<file path="config.mk">
export PLATFORM = sky130hd
export DESIGN_NAME = frqr_cell
export DESIGN_NICKNAME = d
export VERILOG_FILES = /design/src/rtl/frequency_rank_unary_coder_core_defines.svh /design/src/rtl/frqr_pkg.sv /design/src/rtl/frqr_cell.sv
export SDC_FILE = /design/constraint.sdc
export NUM_CORES = 1
export LEC_CHECK = 0
export BUFFER_PORTS_ARGS = -buffer_cell sky130_fd_sc_hd__buf_2
export CORE_MARGIN = 2
export CORE_UTILIZATION = 34
export CTS_CLUSTER_SIZE = 40
export DETAILED_ROUTE_END_ITERATION = 8
export GPL_TIMING_DRIVEN = 0
export MAX_ROUTING_LAYER = met4
export PLACE_DENSITY = 0.66
export RECOVER_POWER = 100
export SLEW_MARGIN = 20
export SYNTH_ARGS = -nofsm -noshare
export SYNTH_HDL_FRONTEND = slang
export SYNTH_SLANG_ARGS = --single-unit
</file>
<file path="constraint.sdc">
create_clock -name clk -period 6.58 [get_ports clk]
set_input_delay 0.658 -clock clk [delete_from_list [all_inputs] [get_ports clk]]
set_output_delay 0.658 -clock clk [all_outputs]
set_load 0.05 [all_outputs]
</file>
<file path="src/rtl/frequency_rank_unary_coder_core_defines.svh">
// Assertion macros for the coder core; clocked on clk, held off during rst.
`ifndef FREQUENCY_RANK_UNARY_CODER_CORE_DEFINES_SVH
`define FREQUENCY_RANK_UNARY_CODER_CORE_DEFINES_SVH

`define FRQR_ALWAYS(label, cond, msg) \
  label: assert property (@(posedge clk) disable iff (rst) (cond)) else $error(msg);

`define FRQR_IMPLIES(label, ante, cons, msg) \
  label: assert property (@(posedge clk) disable iff (rst) (ante) |-> (cons)) else $error(msg);

`endif

</file>
<file path="src/rtl/frqr_pkg.sv">
`default_nettype none
package frqr_pkg;

  localparam logic CMD_LOAD = 1'b0;
  localparam logic CMD_EMIT = 1'b1;

  typedef struct packed {
    logic       cmd;
    logic [7:0] symbol;
  } req_t;

  typedef struct packed {
    logic [7:0] out_symbol;
    logic [7:0] rank;
    logic [7:0] code_length;
    logic       ends_in_zero;
    logic       last;
    logic       none_left;
    logic       overflowed;
  } res_t;

  typedef struct packed {
    logic insert;
    logic shift_out;
  } chain_ctrl_t;

  typedef enum logic [2:0] {
    S_IDLE,
    S_LOAD_WR,
    S_WALK,
    S_READOUT,
    S_EMIT_BS,
    S_EMIT_RT,
    S_EMIT_OUT
  } state_t;

endpackage
`default_nettype wire

</file>
<file path="src/rtl/frqr_cell.sv">
`default_nettype none
module frqr_cell import frqr_pkg::*; #(
  parameter int CW = 9,
  parameter int AW = 8
) (
  input  logic          clk,
  input  logic          rst,
  input  chain_ctrl_t   ctrl,
  input  logic [CW-1:0] new_cnt,
  input  logic [AW-1:0] new_val,
  input  logic          prev_gt,
  input  logic          prev_valid,
  input  logic [CW-1:0] prev_cnt,
  input  logic [AW-1:0] prev_val,
  input  logic          next_valid,
  input  logic [CW-1:0] next_cnt,
  input  logic [AW-1:0] next_val,
  output logic          valid,
  output logic [CW-1:0] cnt,
  output logic [AW-1:0] val,
  output logic          gt
);

  // strict compare: equal counts stay ahead of a later, higher value
  assign gt = ctrl.insert && (!valid || (new_cnt > cnt));

  always_ff @(posedge clk) begin
    if (rst) begin
      valid <= 1'b0;
    end else if (ctrl.insert) begin
      if (prev_gt) begin
        valid <= prev_valid;
      end else if (gt) begin
        valid <= 1'b1;
      end
    end else if (ctrl.shift_out) begin
      valid <= next_valid;
    end
  end

  always_ff @(posedge clk) begin
    if (ctrl.insert) begin
      if (prev_gt) begin
        cnt <= prev_cnt;
        val <= prev_val;
      end else if (gt) begin
        cnt <= new_cnt;
        val <= new_val;
      end
    end else if (ctrl.shift_out) begin
      cnt <= next_cnt;
      val <= next_val;
    end
  end

endmodule
`default_nettype wire

</file>
# --- After elaboration in Yosys (flattened, before gate mapping) ---
# Cells that the tools add are included.
# Widths: inputs -> output; s select.
totals:
  regBits: 18
  in_bits: 58
classes:
  order_cmp: 1
  eq_ne: 1
  muxes: 12
  reduce_logical: 5
ops:
  columns: ["op", "n"]
  rows:
  - ["$mux 9", 4]
  - ["$mux 8", 4]
  - ["$gt 9x9->1", 1]
  - ["$mux 1", 4]
  - ["$ne 3x1->1 const B", 1]
  - ["$reduce_and 2->1", 1]
  - ["$reduce_bool 2->1", 1]
  - ["$logic_and 1x1->1", 1]
  - ["$logic_not 1->1", 1]
  - ["$logic_or 1x1->1", 1]

# --- Logic depth before layout (Yosys ltp) ---
# Gate-level depths: netlist (run 1).
logic_depth:
  depth_word: 6
  ltp_mapped: 6
  depth_no_buf: 6

# --- Worst setup path before layout (run 1) ---
# OpenSTA, ideal clock, no wires.
synth_path:
  path_kind: "reg2out"
  start: "reg cnt[8]"
  end: "out gt"
  arrival_ns: 2.240
  path_slack_ns: 3.682
  path_stages_with_launch: 7
  path_buffers: 0
  cell_sequence: "edfxtp_1 > inv_1 > ha_1 > nand4_1 > nor2_1 > o41ai_1 > a31oi_1"
synth_between:
  elab_chain_cells: 3
synth_lines:
  columns: ["element", "line", "rtl"]
  rows:
  - ["start: declaration", "frqr_cell.sv:19", "output logic [CW-1:0] cnt,"]
  - ["start signal: assignment", "frqr_cell.sv:44", "cnt <= prev_cnt;"]
  - ["start signal: assignment", "frqr_cell.sv:47", "cnt <= new_cnt;"]
  - ["start signal: assignment", "frqr_cell.sv:51", "cnt <= next_cnt;"]
  - ["$gt 9x9->1", "frqr_cell.sv:25", "assign gt = ctrl.insert && (!valid || (new_cnt > cnt));"]
  - ["$logic_or 1x1->1", "frqr_cell.sv:25", null]
  - ["$logic_and 1x1->1", "frqr_cell.sv:25", null]
  - ["end: declaration", "frqr_cell.sv:21", "output logic gt"]
# Every way passes these cells.

# --- Worst setup path after layout (run 1) ---
layout_path:
  start: "in new_cnt[2]"
  end: "out gt"
layout_between:
  elab_chain_cells: 3
layout_lines:
  columns: ["element", "line", "rtl"]
  rows:
  - ["start: declaration", "frqr_cell.sv:9", "input logic [CW-1:0] new_cnt,"]
  - ["$gt 9x9->1", "frqr_cell.sv:25", null]
  - ["$logic_or 1x1->1", "frqr_cell.sv:25", null]
  - ["$logic_and 1x1->1", "frqr_cell.sv:25", null]
# Every way passes these cells.

==> out/metrics.cfg, run 1 <==
[worst_setup_path]
required_ps=5920
crit_buf_inv=2
critPathMaxFanout=3
crit_path_max_incr_delay_ps=480
crit_type=in2out
cp-end-kind=primary output
crit_chain=buf_2 -> ha_1 -> nand3_1 -> nor2_1 -> o41ai_1 -> a31oi_1 -> clkbuf_1
start_kind=input pin
cp_top_family=compound AO/OA/AOI/OAI gates
worst_path_max_delay_cell=o41ai_1
worstPathArrival_ps=2220

[clock_network]
insertion_delay_ps=290
cts_setup_buffers=0
clock-sinks=18
clkTransAtPathRegs_ps=110
clockBufferDepth=2
cts_tree=yes
cts_hold_buf=0
numCtsBuffers=3
cts_root_buf=clkbuf_4
cts.htree.levels=1
cts_resized=0

[floorplan]
dieArea_um2=4000
io_pins=77
fp.dieW_um=63.3
rows=21
coreArea_um2=3360
initial_core_util_pct=35.5
die_h_um=63.3

[timing]
fin_skew_ps=0.859
fin_ws_ps=3700
finalSetupTns_ps=0
setup_violations=0
tightest_slew_ps=672
hold_viol=0
rsz0062_at_grt=no
timing.final.crit_period_ps=2880
post-route-period-util_pct=43.7
max_clock_freq_ghz=0.348
slew_viol_final=0
slew_headroom_pct=55.2

[finish]
stdcell_count=245
final_util_pct=48.4
multiInputGateArea_um2=591
antennaDiodeCount=0
synthToLayoutAreaGrowth_pct=36.3
drive_gt1_share_pct=30.7
regArea_um2=531
nets=267
fillers=379

[power_and_ir_drop]
totalPowerFinal_mw=0.314
vdd_drop_max_mv=0.115
p_leak_nw=0.789
power.switching_mw=0.117
p_sw_share_pct=37.3
comb_power_share_pct=35.9
p_per_area_nw_per_um2=193
seq_power_share_pct=45.9
pwr-share-clk_pct=18.2
p_int_mw=0.197

[synthesis]
syn_inst=119
yosysSeqAreaShare_pct=44.4
yosys.area.top_type_share_pct=42.8
synth_commonest_cells=22 x nor2_1, 21 x a21oi_1, 17 x edfxtp_1, 17 x mux2i_1, 10 x inv_1
synth_edf_count=17
ys_types=22
yosysWarnings=0
synth.largest_area_cell=edfxtp_1
syn_area_per_cell_um2=10.0
async_flop_share_pct=0
synth_area_leaders=edfxtp_1 43%, mux2i_1 14%, ha_1 9.4%
synth-seq-cells=18
syn_nets=186
synth.most_common_cell=nor2_1
mappedNetlistArea_um2=1190
synth_flop_cell=edfxtp_1

[routing]
vias_per_cell=4.64
ant_nets=0
num_vias=1137
wirelength_um=2970
drc=0
first_pass_iters=4
drt_iter0_markers=24
wire_per_inst_um=12.1

[global_route]
grtUsageTotal_pct=16.3
grt_max_degree=13
gr-total-overflow=0
first_global_vias=1094
antenna_found_initial=0
grt_pass1_wl_um=4930

[placed_design]
gp_congestion=0.695
pre_cts_ws_ps=3700
dp.cells=241
hpwl_um=2390
numPortBuffers=75

[worst_hold_path]
worstHoldPathType=in2reg

[outcome]
status=completed

[job]
max-cap-violations=0

## final cells by class
type                    instances  share of cell area [%]
clock buffers                   3                    1.38
well taps                      46                    3.54
clock inverters                 1                   0.231
flip-flops and latches         18                    32.6
plain buffers                   6                    1.92
multi-input cells              85                    36.3
repair buffers                 76                    21.7
inverters                      10                    2.31
## layout by cell type, fill, tap and decap left out
cell type / netlist / layout
buf_2: 1 / 55
a31oi_1: 1 / 1
dfxtp_1: 1 / 1
inv_1: 10 / 10
o21ai_2: 1 / 1
nor2_1: 22 / 22
a21oi_1: 21 / 21
nand3_1: 1 / 1
nand3b_4: 1 / 1
mux2i_1: 17 / 17
nand4_1: 1 / 1
nor2b_1: 2 / 2
or4_1: 0 / 1
edfxtp_1: 17 / 17
o21a_1: 1 / 1
mux2_1: 1 / 1
buf_6: 1 / 1
o22ai_1: 1 / 1
clkbuf_1: 4 / 26
o41ai_1: 2 / 2
ha_1: 9 / 9
clkbuf_4: 0 / 3
nand2_1: 3 / 3
clkinv_1: 0 / 1
## power by group through the flow
stage / Combinational (mW) / Clock [mW] / Sequential, mW
5_1_grt: 0.124 / 0.0653 / 0.145
2_1_floorplan: 0.0403 / 0 / 0.186
3_3_place_gp: 0.117 / 0 / 0.146
6_report: 0.113 / 0.0571 / 0.144
3_5_place_dp: 0.119 / 0 / 0.146
4_1_cts: 0.119 / 0.0599 / 0.144
## stage by stage
step           cell area (um2)  hold WS [ps]
6_report                  1630           675
3_3_place_gp              1630           730
3_5_place_dp              1650           732
2_1_floorplan             1190           866
5_1_grt                   1630           670
4_1_cts                   1670           665
## tightest hold or removal path, cell delays in order
cell     delay (ps)
buf_2            70
nor2_1           30
a21oi_1          90
## registers in the layout, indices dropped and copies added (netlist names)
signal	flops
val	8
cnt	9
valid	1
## cells by family after synthesis
logic type	after synthesis	share of synthesized area, %
AOI/OAI and AO/OA	27	12.7
adders and majority gates	9	9.43
buffers and inverters	16	5.76
DFF	18	44.4
muxes	18	15.2
and+or+nand+nor	31	12.5
## metal layers
metal,vias to the layer above,wire length [um],track usage (%)
li1,587,-,-
met1,508,1390,21.5
met2,42,1410,25.3
met3,0,170,3.39
met4,0,0,4.89
met5,-,0,-
## path summary, 6_finish.rpt
check / from / to / slack (ps) / cells past startpoint
setup / recovery: new_cnt[2] / gt / 3700 / 7
hold / removal: next_cnt[3] / cnt[3] / 670 / 3
setup reg to reg: cnt[8] / val[6] / 4010 / 7
hold reg to reg: valid / valid / 750 / 3
Power figures use the tool's default switching activity.
==> run 2, diff against run 1 <==
--- a/config.mk
+++ b/config.mk
@@ -5,6 +5,7 @@
 export SDC_FILE = /design/constraint.sdc
 export NUM_CORES = 1
 export LEC_CHECK = 0
+export ABC_AREA = 1
 export BUFFER_PORTS_ARGS = -buffer_cell sky130_fd_sc_hd__buf_2
 export CORE_MARGIN = 2
 export CORE_UTILIZATION = 34
==> constraint.sdc (replaced) <==
create_clock -name clk -period 2.83 [get_ports clk]
set_input_delay 0.283 -clock clk [delete_from_list [all_inputs] [get_ports clk]]
set_output_delay 0.283 -clock clk [all_outputs]
set_load 0.05 [all_outputs]
==> out/metrics.cfg, run 2 <==
[synthesis]
synth_flop_cell=edfxtp_1
syn_inst=150  ; +26%
async_flop_share_pct=0  ; unchanged
yosysWarnings=0  ; unchanged
synth_edf_count=17  ; unchanged
synth.largest_area_cell=edfxtp_1
yosys.area.top_type_share_pct=42.8  ; unchanged
syn_area_per_cell_um2=7.96  ; -21%
synth_area_leaders=edfxtp_1 43%, nand2_1 15%, ha_1 9.4%
ys_types=19  ; -14%
syn_nets=217  ; +17%
yosysSeqAreaShare_pct=44.4  ; unchanged
synth-seq-cells=18  ; unchanged
synth.most_common_cell=nand2_1
mappedNetlistArea_um2=1190  ; unchanged
synth_commonest_cells=48 x nand2_1, 22 x nor2_1, 17 x a31oi_1, 17 x edfxtp_1, 15 x inv_1

[worst_setup_path]
cp_common_cell=nand2_1
required_ps=2770  ; -3150 ps
crit_type=reg2reg
worstRegToRegCells=10  ; +3
start_kind=flop
cp-end-kind=flop
crit_chain=inv_1 -> ha_1 -> nand2_2 -> nor2_4 -> nand3b_1 -> nand3_1 -> nand2_1 -> nand2_1 -> nand2_1 -> nand2_1
critPathMaxFanout=17  ; +14
worst_path_max_delay_cell=nand2_1
crit_buf_inv=1  ; -1
crit_path_max_incr_delay_ps=590  ; +110 ps
cp_top_family=simple AND/OR/NAND/NOR gates
cp.depth=10  ; +3
worstPathArrival_ps=2210  ; about the same

[clock_network]
cts_setup_buffers=0  ; unchanged
numCtsBuffers=3  ; unchanged
cts_resized=0  ; unchanged
insertion_delay_ps=300  ; about the same
cts_tree=yes
cts.htree.levels=1  ; unchanged
cts_hold_buf=0  ; unchanged
clockBufferDepth=2  ; unchanged
clkTransAtPathRegs_ps=110  ; about the same
cts_root_buf=clkbuf_4
clock-sinks=18  ; unchanged

[routing]
wirelength_um=3150  ; +5.9%
ant_nets=0  ; unchanged
drt_iter0_markers=50  ; +110%
first_pass_iters=4  ; unchanged
vias_per_cell=4.63  ; -0.17%
wire_per_inst_um=11.4  ; -5.7%
drc=0  ; unchanged
num_vias=1274  ; +12%

[power_and_ir_drop]
p_per_area_nw_per_um2=485  ; +150%
p_leak_nw=0.815  ; +3.3%
vdd_drop_max_mv=0.309  ; +170%

[finish]
antennaDiodeCount=0  ; unchanged
synthToLayoutAreaGrowth_pct=36.5
largest_reg_flops=9  ; unchanged
final_common_cell=buf_2
largestRegisters=cnt x9, val x8, valid x1
nets=297  ; +11%
layout_common_cells=59 x buf_2, 49 x nand2_1, 23 x clkbuf_1
stdcell_count=275  ; +12%
drive_gt1_share_pct=29.3  ; -1.4 points
max_flop_register=cnt

[timing]
tightest_slew_ps=744  ; +72.9 ps
max_clock_freq_ghz=0.439
hold_viol=0  ; unchanged
fin_skew_ps=9.15  ; +8.29 ps
timing.final.crit_period_ps=2280
post-route-period-util_pct=80.4
finalSetupTns_ps=0  ; unchanged
slew_headroom_pct=50.2  ; -5.0 points
setup_violations=0  ; unchanged
rsz0062_at_grt=no
slew_viol_final=0  ; unchanged

[placed_design]
numPortBuffers=75  ; unchanged
dp.cells=271  ; +12%
hpwl_um=2480  ; +3.8%
gp_congestion=0.734  ; +5.7%

[job]
max-cap-violations=0  ; unchanged

[outcome]
status=completed

[global_route]
gr-total-overflow=0  ; unchanged
grtUsageTotal_pct=17.3  ; +1.0 points
antenna_found_initial=0  ; unchanged
met2_usage_pct=27.8  ; +2.5 points
first_global_vias=1212  ; +11%
grt.met1_usage_pct=21.7  ; +0.17 points
grt_max_degree=18  ; +5
top_usage_layer=met2
grt_pass1_wl_um=5280  ; +7.0%
met3_usage_pct=4.82  ; +1.4 points

[floorplan]
initial_core_util_pct=35.5  ; unchanged
rows=21  ; unchanged
dieArea_um2=4000  ; unchanged
io_pins=77  ; unchanged
fp.dieW_um=63.3  ; unchanged
coreArea_um2=3360  ; unchanged
die_h_um=63.3  ; unchanged

[worst_hold_path]
min_path_cells=4  ; +1
worstHoldPathType=in2reg

## run 2: changes by cell type after synthesis, sizes merged, moves of 6 or more
cell / before / now
nand2: 3 / 50
a21oi: 21 / 4
mux2i: 17 / 0
a31oi: 1 / 17
inv: 10 / 16
## run 2: kinds of logic after synthesis
group / share of synthesized area (%)
adders and majority gates: 9.43
and+or+nand+nor: 26.3
DFF: 44.4
buffers and inverters: 8.17
AOI/OAI and AO/OA: 11.6
## run 2: metrics by stage
stage / worst slack (ps) / hold slack (ps) / utilization [%] / power (mW) / area [um2]
finish: 554 / 193 / 48.4 / 0.790 / 1630
global placement: 587 / 519 / 48.4 / 0.642 / 1630
global route: 305 / 198 / 48.4 / 0.838 / 1630
floorplan: 540 / 427 / - / 0.551 / 1190
CTS: 566 / 182 / 49.4 / 0.809 / 1660
detailed placement: 570 / 521 / 48.4 / 0.644 / 1630
## run 2: final timing paths
kind                from  endpoint  slack [ps]
setup / recovery  cnt[8]    val[5]         550
hold / removal       rst     valid         190
setup reg to reg  cnt[8]    val[5]         550
hold reg to reg    valid     valid         590
## run 2: power by group
| group | internal, mW | switching, mW |
|---|---|---|
| clock | 0.0785 | 0.0859 |
| sequential | 0.328 | 0.0118 |
| combinational | 0.0816 | 0.204 |
## run 2: worst register-to-register path, cell delays in order, from the launching register on
cell	delay [ps]
edfxtp_1	370
inv_1	50
ha_1	300
nand2_2	80
nor2_4	120
nand3b_1	80
nand3_1	80
nand2_1	70
nand2_1	60
nand2_1	100
nand2_1	590
## run 2: final cells by class
| class | count | area (um2) |
|---|---|---|
| Timing Repair Buffer | 75 | 352 |
| Clock buffer | 4 | 36.3 |
| Tap cell | 46 | 57.6 |
| Buffer | 7 | 30.0 |
| Inverter | 16 | 60.1 |
| Fill cell | 391 | 1730 |
| Sequential cell | 18 | 531 |
| Multi-Input combinational cell | 109 | 563 |
## run 2: layer usage
| layer | vias to the layer above | share of wire, % |
|---|---|---|
| met2 | 66 | 44 |
| met1 | 548 | 45 |
| met3 | 2 | 11 |
| met4 | 0 | 0.57 |
| met5 | - | 0 |
| li1 | 658 | - |
